--- config.mk ---
export PLATFORM = sky130hd
export DESIGN_NAME = keypoint_threshold_nms_table
export DESIGN_NICKNAME = d
export VERILOG_FILES = /design/src/knms_pkg.sv /design/src/keypoint_threshold_nms_table.sv /design/src/knms_ram.sv
export SDC_FILE = /design/constraint.sdc
export NUM_CORES = 2
export LEC_CHECK = 0
export BUFFER_PORTS_ARGS = -buffer_cell sky130_fd_sc_hd__buf_2
export CAP_MARGIN = 20
export CORE_MARGIN = 2
export CORE_UTILIZATION = 37
export DETAILED_ROUTE_END_ITERATION = 12
export GPL_TIMING_DRIVEN = 0
export HOLD_SLACK_MARGIN = 0.03
export PLACE_DENSITY = 0.49
export SYNTH_ARGS = -nofsm -noshare
export SYNTH_HDL_FRONTEND = slang
export SYNTH_HIERARCHICAL = 1
export SYNTH_SLANG_ARGS = --single-unit
--- constraint.sdc ---
create_clock -name clk -period 17.1 [get_ports clk]
set_input_delay 1.71 -clock clk [delete_from_list [all_inputs] [get_ports clk]]
set_output_delay 1.71 -clock clk [all_outputs]
set_load 0.01 [all_outputs]
--- src/knms_pkg.sv ---
package knms_pkg;

  localparam int IN_COORD_W = 12;
  localparam int STRENGTH_W = 8;
  localparam int DIAM_W     = 6;
  localparam int APB_ADDR_W = 3;
  localparam int APB_DATA_W = 32;

  localparam logic [STRENGTH_W-1:0] MIN_RESPONSE_RST      = 8'd100;
  localparam logic [DIAM_W-1:0]     KEYPOINT_DIAMETER_RST = 6'd6;

  // register index, taken from paddr[2]
  typedef enum logic [0:0] {
    REG_MIN_RESPONSE      = 1'b0,
    REG_KEYPOINT_DIAMETER = 1'b1
  } cfg_reg_t;

  typedef struct packed {
    logic [IN_COORD_W-1:0] pixel_x;
    logic [IN_COORD_W-1:0] pixel_y;
    logic [STRENGTH_W-1:0] strength;
    logic                  end_of_frame;
  } in_item_t;

  typedef struct packed {
    logic [IN_COORD_W-1:0] kp_x;
    logic [IN_COORD_W-1:0] kp_y;
    logic [STRENGTH_W-1:0] kp_strength;
    logic                  none_found;
    logic                  overflowed;
    logic                  last_item;
  } out_item_t;

endpackage

--- src/keypoint_threshold_nms_table.sv ---
// Keypoint threshold and non-maximum suppression table.
//
// Input: pixels in raster order on in_data, taken at a clock edge with start
// high and busy low. A pixel whose strength exceeds min_response is compared
// with each stored keypoint in table order, one table read and one squaring
// unit shared by diameter, dx and dy. The candidate is appended or dropped
// after the whole walk, or replaces an entry and ends the walk there. A pixel
// below threshold without end_of_frame leaves busy low.
// With end_of_frame the table is read out after the pixel is processed: one
// keypoint per cycle on out_data, marked by out_valid for one cycle, the
// first in the cycle after readout starts; an empty table gives a single
// none_found result. After readout the table and overflow flag are clear.
// The receiver cannot stall: each result is taken in its strobe cycle.
// Configuration: APB registers min_response at 0x0 and keypoint_diameter at
// 0x4, to be written only while busy is low; the block does not enforce it.
// Reset (rst_n low, synchronous) loads the register defaults and empties the
// table; table contents are not cleared, only the entry count.
module keypoint_threshold_nms_table #(
  parameter int MAX_KEYPOINTS = 64,
  parameter int COORD_BITS    = 12
) (
  input  logic                                    clk,
  input  logic                                    rst_n,
  input  logic                                    start,
  output logic                                    busy,
  input  knms_pkg::in_item_t                      in_data,
  output logic                                    out_valid,
  output knms_pkg::out_item_t                     out_data,
  input  logic                                    psel,
  input  logic                                    penable,
  input  logic                                    pwrite,
  input  logic [knms_pkg::APB_ADDR_W-1:0]         paddr,
  input  logic [knms_pkg::APB_DATA_W-1:0]         pwdata,
  output logic [knms_pkg::APB_DATA_W-1:0]         prdata,
  output logic                                    pready
);

  localparam int CW   = COORD_BITS;
  localparam int SW   = knms_pkg::STRENGTH_W;
  localparam int DW   = knms_pkg::DIAM_W;
  localparam int MW   = (CW > DW) ? CW : DW;
  localparam int PW   = 2 * MW;
  localparam int AW   = (MAX_KEYPOINTS > 1) ? $clog2(MAX_KEYPOINTS) : 1;
  localparam int CNTW = $clog2(MAX_KEYPOINTS + 1);
  localparam int EW   = 2 * CW + SW;

  typedef enum logic [6:0] {
    ST_IDLE = 7'b0000001,
    ST_LIM  = 7'b0000010,
    ST_NEXT = 7'b0000100,
    ST_DX   = 7'b0001000,
    ST_DY   = 7'b0010000,
    ST_CMP  = 7'b0100000,
    ST_DUMP = 7'b1000000
  } state_t;

  state_t          state_r, state_nxt;
  logic [SW-1:0]   min_resp_r;
  logic [DW-1:0]   diam_r;
  logic [CW-1:0]   cand_x_r, cand_x_nxt;
  logic [CW-1:0]   cand_y_r, cand_y_nxt;
  logic [SW-1:0]   cand_s_r, cand_s_nxt;
  logic            eof_r, eof_nxt;
  logic            hit_r, hit_nxt;
  logic [CNTW-1:0] idx_r, idx_nxt;
  logic [CNTW-1:0] cnt_r, cnt_nxt;
  logic            ovf_r, ovf_nxt;
  logic [PW-1:0]   lim_r, lim_nxt;
  logic [PW-1:0]   sq_dx_r, sq_dx_nxt;
  logic [PW-1:0]   sq_dy_r, sq_dy_nxt;
  logic            out_valid_r, out_valid_nxt;
  logic            out_none_r, out_none_nxt;
  logic            out_last_r, out_last_nxt;
  logic            out_ovf_r, out_ovf_nxt;

  logic            ram_we, ram_re;
  logic [AW-1:0]   ram_waddr;
  logic [EW-1:0]   ram_wdata, ram_rdata;
  logic [CW-1:0]   rd_x, rd_y;
  logic [SW-1:0]   rd_s;
  logic [CW-1:0]   abs_dx, abs_dy;
  logic [MW-1:0]   mul_op;
  logic [PW-1:0]   mul_prod;
  logic            overlap;
  logic            cfg_wr;
  knms_pkg::cfg_reg_t cfg_sel;

  // configuration port
  assign pready  = 1'b1;
  assign cfg_wr  = psel & penable & pwrite & pready;
  assign cfg_sel = knms_pkg::cfg_reg_t'(paddr[2]);

  always_comb begin
    unique case (cfg_sel)
      knms_pkg::REG_MIN_RESPONSE:      prdata = knms_pkg::APB_DATA_W'(min_resp_r);
      knms_pkg::REG_KEYPOINT_DIAMETER: prdata = knms_pkg::APB_DATA_W'(diam_r);
    endcase
  end

  always_ff @(posedge clk) begin
    if (!rst_n) begin
      min_resp_r <= knms_pkg::MIN_RESPONSE_RST;
      diam_r     <= knms_pkg::KEYPOINT_DIAMETER_RST;
    end else if (cfg_wr) begin
      unique case (cfg_sel)
        knms_pkg::REG_MIN_RESPONSE:      min_resp_r <= pwdata[SW-1:0];
        knms_pkg::REG_KEYPOINT_DIAMETER: diam_r     <= pwdata[DW-1:0];
      endcase
    end
  end

  // entry layout: x, y, strength
  assign rd_x = ram_rdata[EW-1 -: CW];
  assign rd_y = ram_rdata[SW +: CW];
  assign rd_s = ram_rdata[SW-1:0];

  assign abs_dx = (cand_x_r >= rd_x) ? (cand_x_r - rd_x) : (rd_x - cand_x_r);
  assign abs_dy = (cand_y_r >= rd_y) ? (cand_y_r - rd_y) : (rd_y - cand_y_r);

  // shared squaring unit
  always_comb begin
    case (state_r)
      ST_LIM:  mul_op = MW'(diam_r);
      ST_DX:   mul_op = MW'(abs_dx);
      default: mul_op = MW'(abs_dy);
    endcase
  end

  assign mul_prod = PW'(mul_op) * PW'(mul_op);
  assign overlap  = ((PW+1)'(sq_dx_r) + (PW+1)'(sq_dy_r)) < (PW+1)'(lim_r);

  assign ram_wdata = {cand_x_r, cand_y_r, cand_s_r};

  always_comb begin
    state_nxt     = state_r;
    cand_x_nxt    = cand_x_r;
    cand_y_nxt    = cand_y_r;
    cand_s_nxt    = cand_s_r;
    eof_nxt       = eof_r;
    hit_nxt       = hit_r;
    idx_nxt       = idx_r;
    cnt_nxt       = cnt_r;
    ovf_nxt       = ovf_r;
    lim_nxt       = lim_r;
    sq_dx_nxt     = sq_dx_r;
    sq_dy_nxt     = sq_dy_r;
    out_valid_nxt = 1'b0;
    out_none_nxt  = out_none_r;
    out_last_nxt  = out_last_r;
    out_ovf_nxt   = out_ovf_r;
    ram_we        = 1'b0;
    ram_re        = 1'b0;
    ram_waddr     = idx_r[AW-1:0];

    unique case (state_r)
      ST_IDLE: begin
        if (start) begin
          cand_x_nxt = CW'(in_data.pixel_x);
          cand_y_nxt = CW'(in_data.pixel_y);
          cand_s_nxt = in_data.strength;
          eof_nxt    = in_data.end_of_frame;
          idx_nxt    = '0;
          if (in_data.strength > min_resp_r) begin
            state_nxt = ST_LIM;
          end else if (in_data.end_of_frame) begin
            state_nxt = ST_DUMP;
          end
        end
      end
      ST_LIM: begin
        lim_nxt   = mul_prod;
        hit_nxt   = 1'b0;
        state_nxt = ST_NEXT;
      end
      ST_NEXT: begin
        if (idx_r < cnt_r) begin
          ram_re    = 1'b1;
          state_nxt = ST_DX;
        end else begin
          // walk finished without a replacement
          if (!hit_r) begin
            if (cnt_r < CNTW'(MAX_KEYPOINTS)) begin
              ram_we    = 1'b1;
              ram_waddr = cnt_r[AW-1:0];
              cnt_nxt   = cnt_r + 1'b1;
            end else begin
              ovf_nxt = 1'b1;
            end
          end
          idx_nxt   = '0;
          state_nxt = eof_r ? ST_DUMP : ST_IDLE;
        end
      end
      ST_DX: begin
        sq_dx_nxt = mul_prod;
        state_nxt = ST_DY;
      end
      ST_DY: begin
        sq_dy_nxt = mul_prod;
        state_nxt = ST_CMP;
      end
      ST_CMP: begin
        if (overlap && (cand_s_r > rd_s)) begin
          ram_we    = 1'b1;
          hit_nxt   = 1'b1;
          idx_nxt   = '0;
          state_nxt = eof_r ? ST_DUMP : ST_IDLE;
        end else begin
          hit_nxt   = hit_r | overlap;
          idx_nxt   = idx_r + 1'b1;
          state_nxt = ST_NEXT;
        end
      end
      ST_DUMP: begin
        out_valid_nxt = 1'b1;
        out_ovf_nxt   = ovf_r;
        if (cnt_r == '0) begin
          out_none_nxt = 1'b1;
          out_last_nxt = 1'b1;
          ovf_nxt      = 1'b0;
          state_nxt    = ST_IDLE;
        end else begin
          ram_re       = 1'b1;
          out_none_nxt = 1'b0;
          out_last_nxt = ((idx_r + 1'b1) == cnt_r);
          idx_nxt      = idx_r + 1'b1;
          if ((idx_r + 1'b1) == cnt_r) begin
            cnt_nxt   = '0;
            ovf_nxt   = 1'b0;
            state_nxt = ST_IDLE;
          end
        end
      end
    endcase
  end

  always_ff @(posedge clk) begin
    if (!rst_n) begin
      state_r     <= ST_IDLE;
      cnt_r       <= '0;
      ovf_r       <= 1'b0;
      out_valid_r <= 1'b0;
    end else begin
      state_r     <= state_nxt;
      cnt_r       <= cnt_nxt;
      ovf_r       <= ovf_nxt;
      out_valid_r <= out_valid_nxt;
    end
  end

  always_ff @(posedge clk) begin
    cand_x_r   <= cand_x_nxt;
    cand_y_r   <= cand_y_nxt;
    cand_s_r   <= cand_s_nxt;
    eof_r      <= eof_nxt;
    hit_r      <= hit_nxt;
    idx_r      <= idx_nxt;
    lim_r      <= lim_nxt;
    sq_dx_r    <= sq_dx_nxt;
    sq_dy_r    <= sq_dy_nxt;
    out_none_r <= out_none_nxt;
    out_last_r <= out_last_nxt;
    out_ovf_r  <= out_ovf_nxt;
  end

  knms_ram #(
    .WIDTH (EW),
    .DEPTH (MAX_KEYPOINTS)
  ) u_table (
    .clk   (clk),
    .we    (ram_we),
    .waddr (ram_waddr),
    .wdata (ram_wdata),
    .re    (ram_re),
    .raddr (idx_r[AW-1:0]),
    .rdata (ram_rdata)
  );

  assign busy      = (state_r != ST_IDLE);
  assign out_valid = out_valid_r;

  always_comb begin
    out_data.kp_x        = out_none_r ? '0 : knms_pkg::IN_COORD_W'(rd_x);
    out_data.kp_y        = out_none_r ? '0 : knms_pkg::IN_COORD_W'(rd_y);
    out_data.kp_strength = out_none_r ? '0 : rd_s;
    out_data.none_found  = out_none_r;
    out_data.overflowed  = out_ovf_r;
    out_data.last_item   = out_last_r;
  end

  // results only come out of a readout
  assert property (@(posedge clk) disable iff (!rst_n)
    out_valid |-> $past(state_r == ST_DUMP))
    else $error("result strobe without readout");

  assert property (@(posedge clk) disable iff (!rst_n)
    cnt_r <= CNTW'(MAX_KEYPOINTS))
    else $error("entry count beyond table size");

  // table is empty once the final result of a readout is out
  assert property (@(posedge clk) disable iff (!rst_n)
    (out_valid && out_data.last_item) |-> (cnt_r == '0 && !ovf_r))
    else $error("table not cleared after readout");

  assert property (@(posedge clk) disable iff (!rst_n)
    (out_valid && out_data.none_found) |-> out_data.last_item)
    else $error("empty-table result not marked last");

  assert property (@(posedge clk) disable iff (!rst_n)
    ram_we |-> (state_r == ST_CMP || state_r == ST_NEXT))
    else $error("table written outside the walk");

endmodule

--- src/knms_ram.sv ---
module knms_ram #(
  parameter int WIDTH = 32,
  parameter int DEPTH = 64
) (
  input  logic                                      clk,
  input  logic                                      we,
  input  logic [((DEPTH > 1) ? $clog2(DEPTH) : 1)-1:0] waddr,
  input  logic [WIDTH-1:0]                          wdata,
  input  logic                                      re,
  input  logic [((DEPTH > 1) ? $clog2(DEPTH) : 1)-1:0] raddr,
  output logic [WIDTH-1:0]                          rdata
);

  logic [WIDTH-1:0] mem [DEPTH];
  logic [WIDTH-1:0] rdata_r;

  always_ff @(posedge clk) begin
    if (we) begin
      mem[waddr] <= wdata;
    end
    if (re) begin
      rdata_r <= mem[raddr];
    end
  end

  assign rdata = rdata_r;

endmodule
# Word-level counts from Yosys, hierarchy flattened

Memories as Yosys holds them, arrays and structs flattened. A register that Yosys moved wholly into a read port is not among the register bits.
Index checks and enable logic that the tools add are counted.

Bits in registers: 146
Bits in writable memories: 2,048
Bits of input ports: 74
Output and inout port bits: 70
Logic and storage cells: 119
Memories kept: 1

Memory list:

| memory      | words | width | read ports | clocked after memory_dff | write ports | RTL line       | source |
|---|---|---|---|---|---|---|---|
| u_table.mem | 64    | 32    | 1          | 1                        | 1           | knms_ram.sv:14 | `logic [WIDTH-1:0] mem [DEPTH];` |

Add/subtract/negate cells: 7
Multiply operators: 1
Magnitude comparators: 7
Equal/unequal tests: 18
Mux-type cells: 51
Bitwise gates (word level): 4
Reduce and logical (&&, ||, !) cells: 12

Operators with widths:

| operator              | number |
|---|---|
| $mux W7               | 17 |
| $pmux W32 S2          | 1 |
| $pmux W7 S7           | 1 |
| $mux W12              | 4 |
| $sub A12 B12 Y12      | 4 |
| $pmux W7 S4           | 1 |
| $add A24 B24 Y25      | 1 |
| $lt A25 B24 Y1        | 1 |
| $ge A12 B12 Y1        | 2 |
| $mul A12 B12 Y24      | 1 |
| $mux W6               | 4 |
| $pmux W12 S2          | 1 |
| $gt A8 B8 Y1          | 2 |
| $mux W1               | 16 |
| $add A7 B1 Y7 const B | 2 |
| $ne A2 B2 Y1 const B  | 7 |
| $pmux W7 S2           | 1 |
| $mux W8               | 1 |
| $pmux W1 S2           | 4 |
| $eq A7 B1 Y1 const B  | 1 |
| $eq A7 B2 Y1 const B  | 1 |
| $eq A7 B3 Y1 const B  | 1 |
| $eq A7 B4 Y1 const B  | 1 |
| $eq A7 B5 Y1 const B  | 1 |
| other kinds (19)      | 24 |

# Depth between registers and ports, before layout

Depth in word-level cells: 7
Mapped depth: 36
Mapped depth without buffers: 34

# By module

The synthesis kept the hierarchy.

By module, submodules not included:

| module                       | instances | cells each | area an instance (um^2) | seq. area each (um^2) |
|---|---|---|---|---|
| knms_ram                     | 1         | 3,324      | 78,835.6                | 62,459.9 |
| keypoint_threshold_nms_table | 1         | 1,467      | 13,694.4                | 3,993.8 |

# Worst setup path before layout

Ideal clock, no wire load.

Path kind: flip-flop to flip-flop
Start: reg cand_y_r[2]
End: reg lim_r[23] (data pin)
Library setup time: 0.274 ns
Arrival: 8.246 ns
Required time: 16.826 ns
Slack: 8.579 ns
Cell stages (with the launch flop): 32
Path buffers: 4
Clock period less this slack: 8.521 ns
Cells stage by stage: edfxtp_1 -> inv_1 -> ha_1 -> buf_6 -> a211oi_2 -> o21ai_1 -> and2_0 -> o311a_1 -> buf_6 -> buf_8 -> a221oi_2 -> xnor2_1 -> a221oi_2 -> buf_6 -> nand2b_1 -> fa_1 -> fa_1 -> fa_1 -> inv_1 -> fa_1 -> inv_1 -> fa_1 -> inv_1 -> ha_1 -> o21a_1 -> o21a_1 -> a21boi_1 -> o41a_1 -> a211oi_1 -> o21bai_1 -> a21oi_1 -> xnor3_1

Word-level cells in the longest chain between the ends: 4
Elaborated cells on any way between the ends: 6
Those cells by class: add/sub (2); mul (1); order compare (1); mux (2)

RTL lines:

| element                                                   | RTL line                            | source |
|---|---|---|
| start, declared                                           | keypoint_threshold_nms_table.sv:61  | `logic [CW-1:0] cand_y_r, cand_y_nxt;` |
| start signal, assigned                                    | keypoint_threshold_nms_table.sv:253 | `cand_y_r <= cand_y_nxt;` |
| $sub A12 B12 Y12 / $ge A12 B12 Y1 (equally long branches) | keypoint_threshold_nms_table.sv:118 | `assign abs_dy = (cand_y_r >= rd_y) ? (cand_y_r - rd_y) : (rd_y - cand_y_r);` |
| $mux W12 (*)                                              | keypoint_threshold_nms_table.sv:118 |  |
| $pmux W12 S2 (*)                                          | keypoint_threshold_nms_table.sv:122 | `case (state_r)` |
| $mul A12 B12 Y24 (*)                                      | keypoint_threshold_nms_table.sv:129 | `assign mul_prod = PW'(mul_op) * PW'(mul_op);` |
| net mul_prod[23]                                          | keypoint_threshold_nms_table.sv:83  | `logic [PW-1:0] mul_prod;` |
| end signal, assigned                                      | keypoint_threshold_nms_table.sv:258 | `lim_r <= lim_nxt;` |
| end, declared                                             | keypoint_threshold_nms_table.sv:68  | `logic [PW-1:0] lim_r, lim_nxt;` |

The timed path passes the listed nets; every way through them passes the cells marked *.
A chain may end at the register's enable or synchronous reset.

# Worst setup path in the final report

Start: reg cand_x_r[5]
End: reg lim_r[23] (data pin)

Word-level cells in the longest chain between the ends: 4
Elaborated cells on any way between the ends: 6
Those cells by class: add/sub (2); mul (1); order compare (1); mux (2)

RTL lines:

| element                                                   | RTL line                            | source |
|---|---|---|
| start, declared                                           | keypoint_threshold_nms_table.sv:60  | `logic [CW-1:0] cand_x_r, cand_x_nxt;` |
| start signal, assigned                                    | keypoint_threshold_nms_table.sv:252 | `cand_x_r <= cand_x_nxt;` |
| $sub A12 B12 Y12 / $ge A12 B12 Y1 (equally long branches) | keypoint_threshold_nms_table.sv:117 | `assign abs_dx = (cand_x_r >= rd_x) ? (cand_x_r - rd_x) : (rd_x - cand_x_r);` |
| $mux W12 (*)                                              | keypoint_threshold_nms_table.sv:117 |  |
| $pmux W12 S2 (*)                                          | keypoint_threshold_nms_table.sv:122 |  |
| $mul A12 B12 Y24 (*)                                      | keypoint_threshold_nms_table.sv:129 |  |
| net mul_prod[23]                                          | keypoint_threshold_nms_table.sv:83  |  |

Marks and branches as above.

==> reports/summary.log <==
qor: synth.combinational_family_with_the_most_area_after_synthesis multiplexers
qor: clocking.cts-resized-gates 0
qor: routing.drc_errors 0
qor: clocking.cts.path.max_buffers 3
qor: floorplan.die_w 504 microns
qor: power_and_ir_drop.leakage 36.7 nW
qor: floorplan.core.rowCount 183
qor: synth.synth-main-ff-cell edfxtp_1
qor: worst_setup_path.critical-path-top-delay-family compound AO/OA/AOI/OAI gates
qor: worst_setup_path.critical-path-slowest-cell a22oi_1
qor: worst_setup_path.rr_startpoint cand_x_r[5]
qor: placement.place.port_buffers 91
qor: job.number_of_max_capacitance_violations_reported 0
qor: global_route.grt_start_max_net_pins 36
qor: outcome.status completed
qor: sta.drv_slew 0
qor: clocking.cts_inserted_buffers 235
qor: final_layout.final_net_count 5,708
qor: synth.netlist-cell-type-count 82
qor: routing.route.vias.total 50,662
qor: routing.routed_length_per_placed_instance 34.8 microns
qor: synth.yosys.cell_count.top_type edfxtp_1
qor: global_route.grt.total_usage 0.242
qor: worst_hold_path.hold_start ovf_r
qor: clocking.cts.hold.buffers_added 0
qor: synth.syn_area_per_cell 19.3 sq um
qor: final_layout.layout-drive-gt1-share 0.258
qor: sta.max_clock_freq 0.0987 GHz
qor: sta.finalSetupViolCount 0
qor: global_route.grt_overflow 0
qor: sta.clock-skew-final 0.0665 ns
qor: final_layout.instances_no_fill 8,913
qor: floorplan.start_util 0.372
qor: synth.synth-async-reset-ratio 0
qor: sta.setup_repair_after_global_routing_missed_its_margin false
qor: synth.post_synthesis_sequential_area_ratio 0.718
qor: final_layout.fillers 21,476
qor: synth.ys_ff_latch 2,223
qor: synth.synth-simple-area-share 0.0299
qor: sta.maxSlewHeadroom 0.110
qor: synth.synth-compound-area-share 0.0346
qor: worst_setup_path.critical_path.endpoint_type flip-flop
qor: power_and_ir_drop.vdd_drop_max 0.315 mV
qor: floorplan.die_h 504 microns
qor: worst_setup_path.setup.worst_path.start cand_x_r[5]
qor: synth.syn-cell-area 92,500 sq um
qor: synth.synthMuxAreaShare 0.145
qor: clocking.clock_tree_from_tritoncts built
qor: worst_setup_path.timing.critical_path.from_type flip-flop
qor: synth.yosys.area.top_type edfxtp_1
qor: synth.most_frequent_cells_after_synthesis edfxtp_1 (2,193), mux4_2 (544), nor2_1 (291)
qor: placement.gp_congestion 0.842
qor: routing.ant_nets 0
qor: clocking.cts.reportedPaths.clkPinSlew 0.06 ns
qor: worst_setup_path.critPathRequiredTime 17.70 ns
qor: worst_hold_path.min_path_type reg2reg
qor: synth.share_of_synthesized_cell_area_in_full_adder_half_adder_and_majority_cells 0.0415
qor: routing.routed_wirelength 310,000 microns
qor: synth.yosysWarnings 6
qor: global_route.grt_pass1_vias 50,146
qor: worst_setup_path.path_max_fanout 21
qor: power_and_ir_drop.power_density 152 nW/um^2
qor: sta.final_min_period_over_clock_period 0.593
qor: synth.netlist.area_leader.share 0.712
qor: worst_setup_path.worstPathBufferInverterCount 8
qor: global_route.wire_length_of_the_first_global_routing_pass 423,000 microns
qor: synth.syn_inst 4,791
qor: global_route.grt_antenna_before_repair 17
qor: routing.dr.pass1.iters 5
qor: synth.yosys-top-cells-area edfxtp_1 (71%), mux4_2 (13%), ha_1 (2.4%)
qor: worst_setup_path.timing.setup.critical_path_class reg2reg
qor: routing.first_iter_violations 6,472
qor: synth.post_synth_xor_area_fraction 0.00668
qor: worst_setup_path.crit_path_max_incr_delay 1.03 ns
qor: synth.number_of_enable_type_register_cells_in_the_synthesized_netlist 2,193
qor: placement.hpwl 218,000 microns
qor: clocking.clockRootBuffer clkbuf_16
qor: routing.detail_route.vias_per_cell 5.68
qor: sta.sum_of_negative_setup_slack 0 ns
qor: clocking.htree_num_levels 4
qor: floorplan.floorplan.die_area 254,000 sq um
qor: placement.post-place-cells 8,466
qor: sta.period_needed 10.13 ns
qor: sta.hold_viol 0
qor: sta.tightest_slew 1.34 ns
qor: clocking.clkLatencyLatePin 0.89 ns
qor: floorplan.coreArea 249,000 sq um
qor: worst_hold_path.hold_depth 0
qor: worst_setup_path.worst-path-stages 30
qor: clocking.post_cts.repair.setup_buffers 0
qor: floorplan.top_level_ports 144
qor: worst_setup_path.crit_path_arrival_time 10.73 ns
qor: clocking.cts.sinks 2,223
qor: worst_setup_path.ff2ff_path_depth 30
qor: final_layout.area_growth 19.2%
==> cell type report <==
cell class / count / area, sq um / area share
clock buffers: 290 / 6090 / 0.0552
plain buffers: 255 / 1320 / 0.0120
clock inverters: 146 / 1570 / 0.0143
well taps: 3330 / 4170 / 0.0378
diodes: 7 / 17.5 / 0.000159
inverters: 242 / 910 / 0.00824
flip-flops and latches: 2223 / 66500 / 0.602
multi-input cells: 2094 / 24400 / 0.221
repair buffers: 326 / 5380 / 0.0488
==> stage by stage <==
stage	hold WS, ns	utilization	setup WS (ns)	cell area [sq um]	power, mW
final	0.456	0.444	6.97	110000	16.8
after global routing	0.480	0.444	6.41	110000	17.7
after CTS	0.456	0.443	6.77	110000	16.9
after detailed placement	0.445	0.413	6.83	103000	11.8
after global placement	0.441	0.391	4.05	97200	11.7
after floorplan	0.419	-	8.58	92600	10.2
==> flip-flops by register name, indices dropped and copies added, names as in the netlist, 8 cells and up <==
| register | count |
|---|---|
| sq_dy_r | 23 |
| cand_s_r | 8 |
| sq_dx_r | 23 |
| u_table/mem | 2048 |
| min_resp_r | 8 |
| cand_x_r | 12 |
| lim_r | 23 |
| cand_y_r | 12 |
| u_table/rdata | 32 |
==> worst paths after layout <==
| path | to | slack [ns] |
|---|---|---|
| setup / recovery | lim_r[23] | 6.97 |
| hold / removal | out_ovf_r | 0.46 |
| setup reg to reg | lim_r[23] | 6.97 |
| hold reg to reg | out_ovf_r | 0.46 |
==> routing by layer <==
layer / track usage / routed length [microns]
met1: 0.335 / 129000
met2: 0.396 / 150000
met3: 0.0339 / 20100
met4: 0.0780 / 11000
met5: 0 / 13
==> placed cells by master (no fill, tap or decap), drive strengths merged, types with 21 or more instances in the layout <==
| cell | instances |
|---|---|
| nor2 | 291 |
| conb | 25 |
| ha | 174 |
| dfxtp | 30 |
| nand2 | 96 |
| inv | 242 |
| bufinv | 21 |
| edfxtp | 2193 |
| fa | 83 |
| buf | 480 |
| o21ai | 54 |
| xor2 | 25 |
| nand2b | 23 |
| a21o | 35 |
| o221ai | 28 |
| nor2b | 35 |
| nand3 | 39 |
| mux2i | 111 |
| clkbuf | 391 |
| o22ai | 84 |
| clkinv | 122 |
| nor3 | 24 |
| mux4 | 544 |
| a21oi | 144 |
| xnor2 | 43 |
==> logic make-up after synthesis <==
kind of cell,count (synthesis)
AOI/OAI and AO/OA,482
other,2
xor gates and xnor gates,69
buffers and inverters,497
adders and majority gates,257
and+or+nand+nor,601
muxes,660
DFF,2223
==> where the power goes <==
| part | internal, mW | switching (mW) |
|---|---|---|
| combinational | 1.91 | 3.10 |
| clock | 2.86 | 2.20 |
| sequential | 6.64 | 0.0498 |
==> worst register-to-register path, delay by kind of cell, from the launching register on <==
family | cells | cell delay [ns]
flops | 1 | 0.92
fa+ha+maj | 7 | 3.11
simple gates | 1 | 0.24
buf+inv | 8 | 1.42
compound gates | 12 | 3.64
xor+xnor | 2 | 0.52
Note: power is estimated with default switching activity, not from simulation.
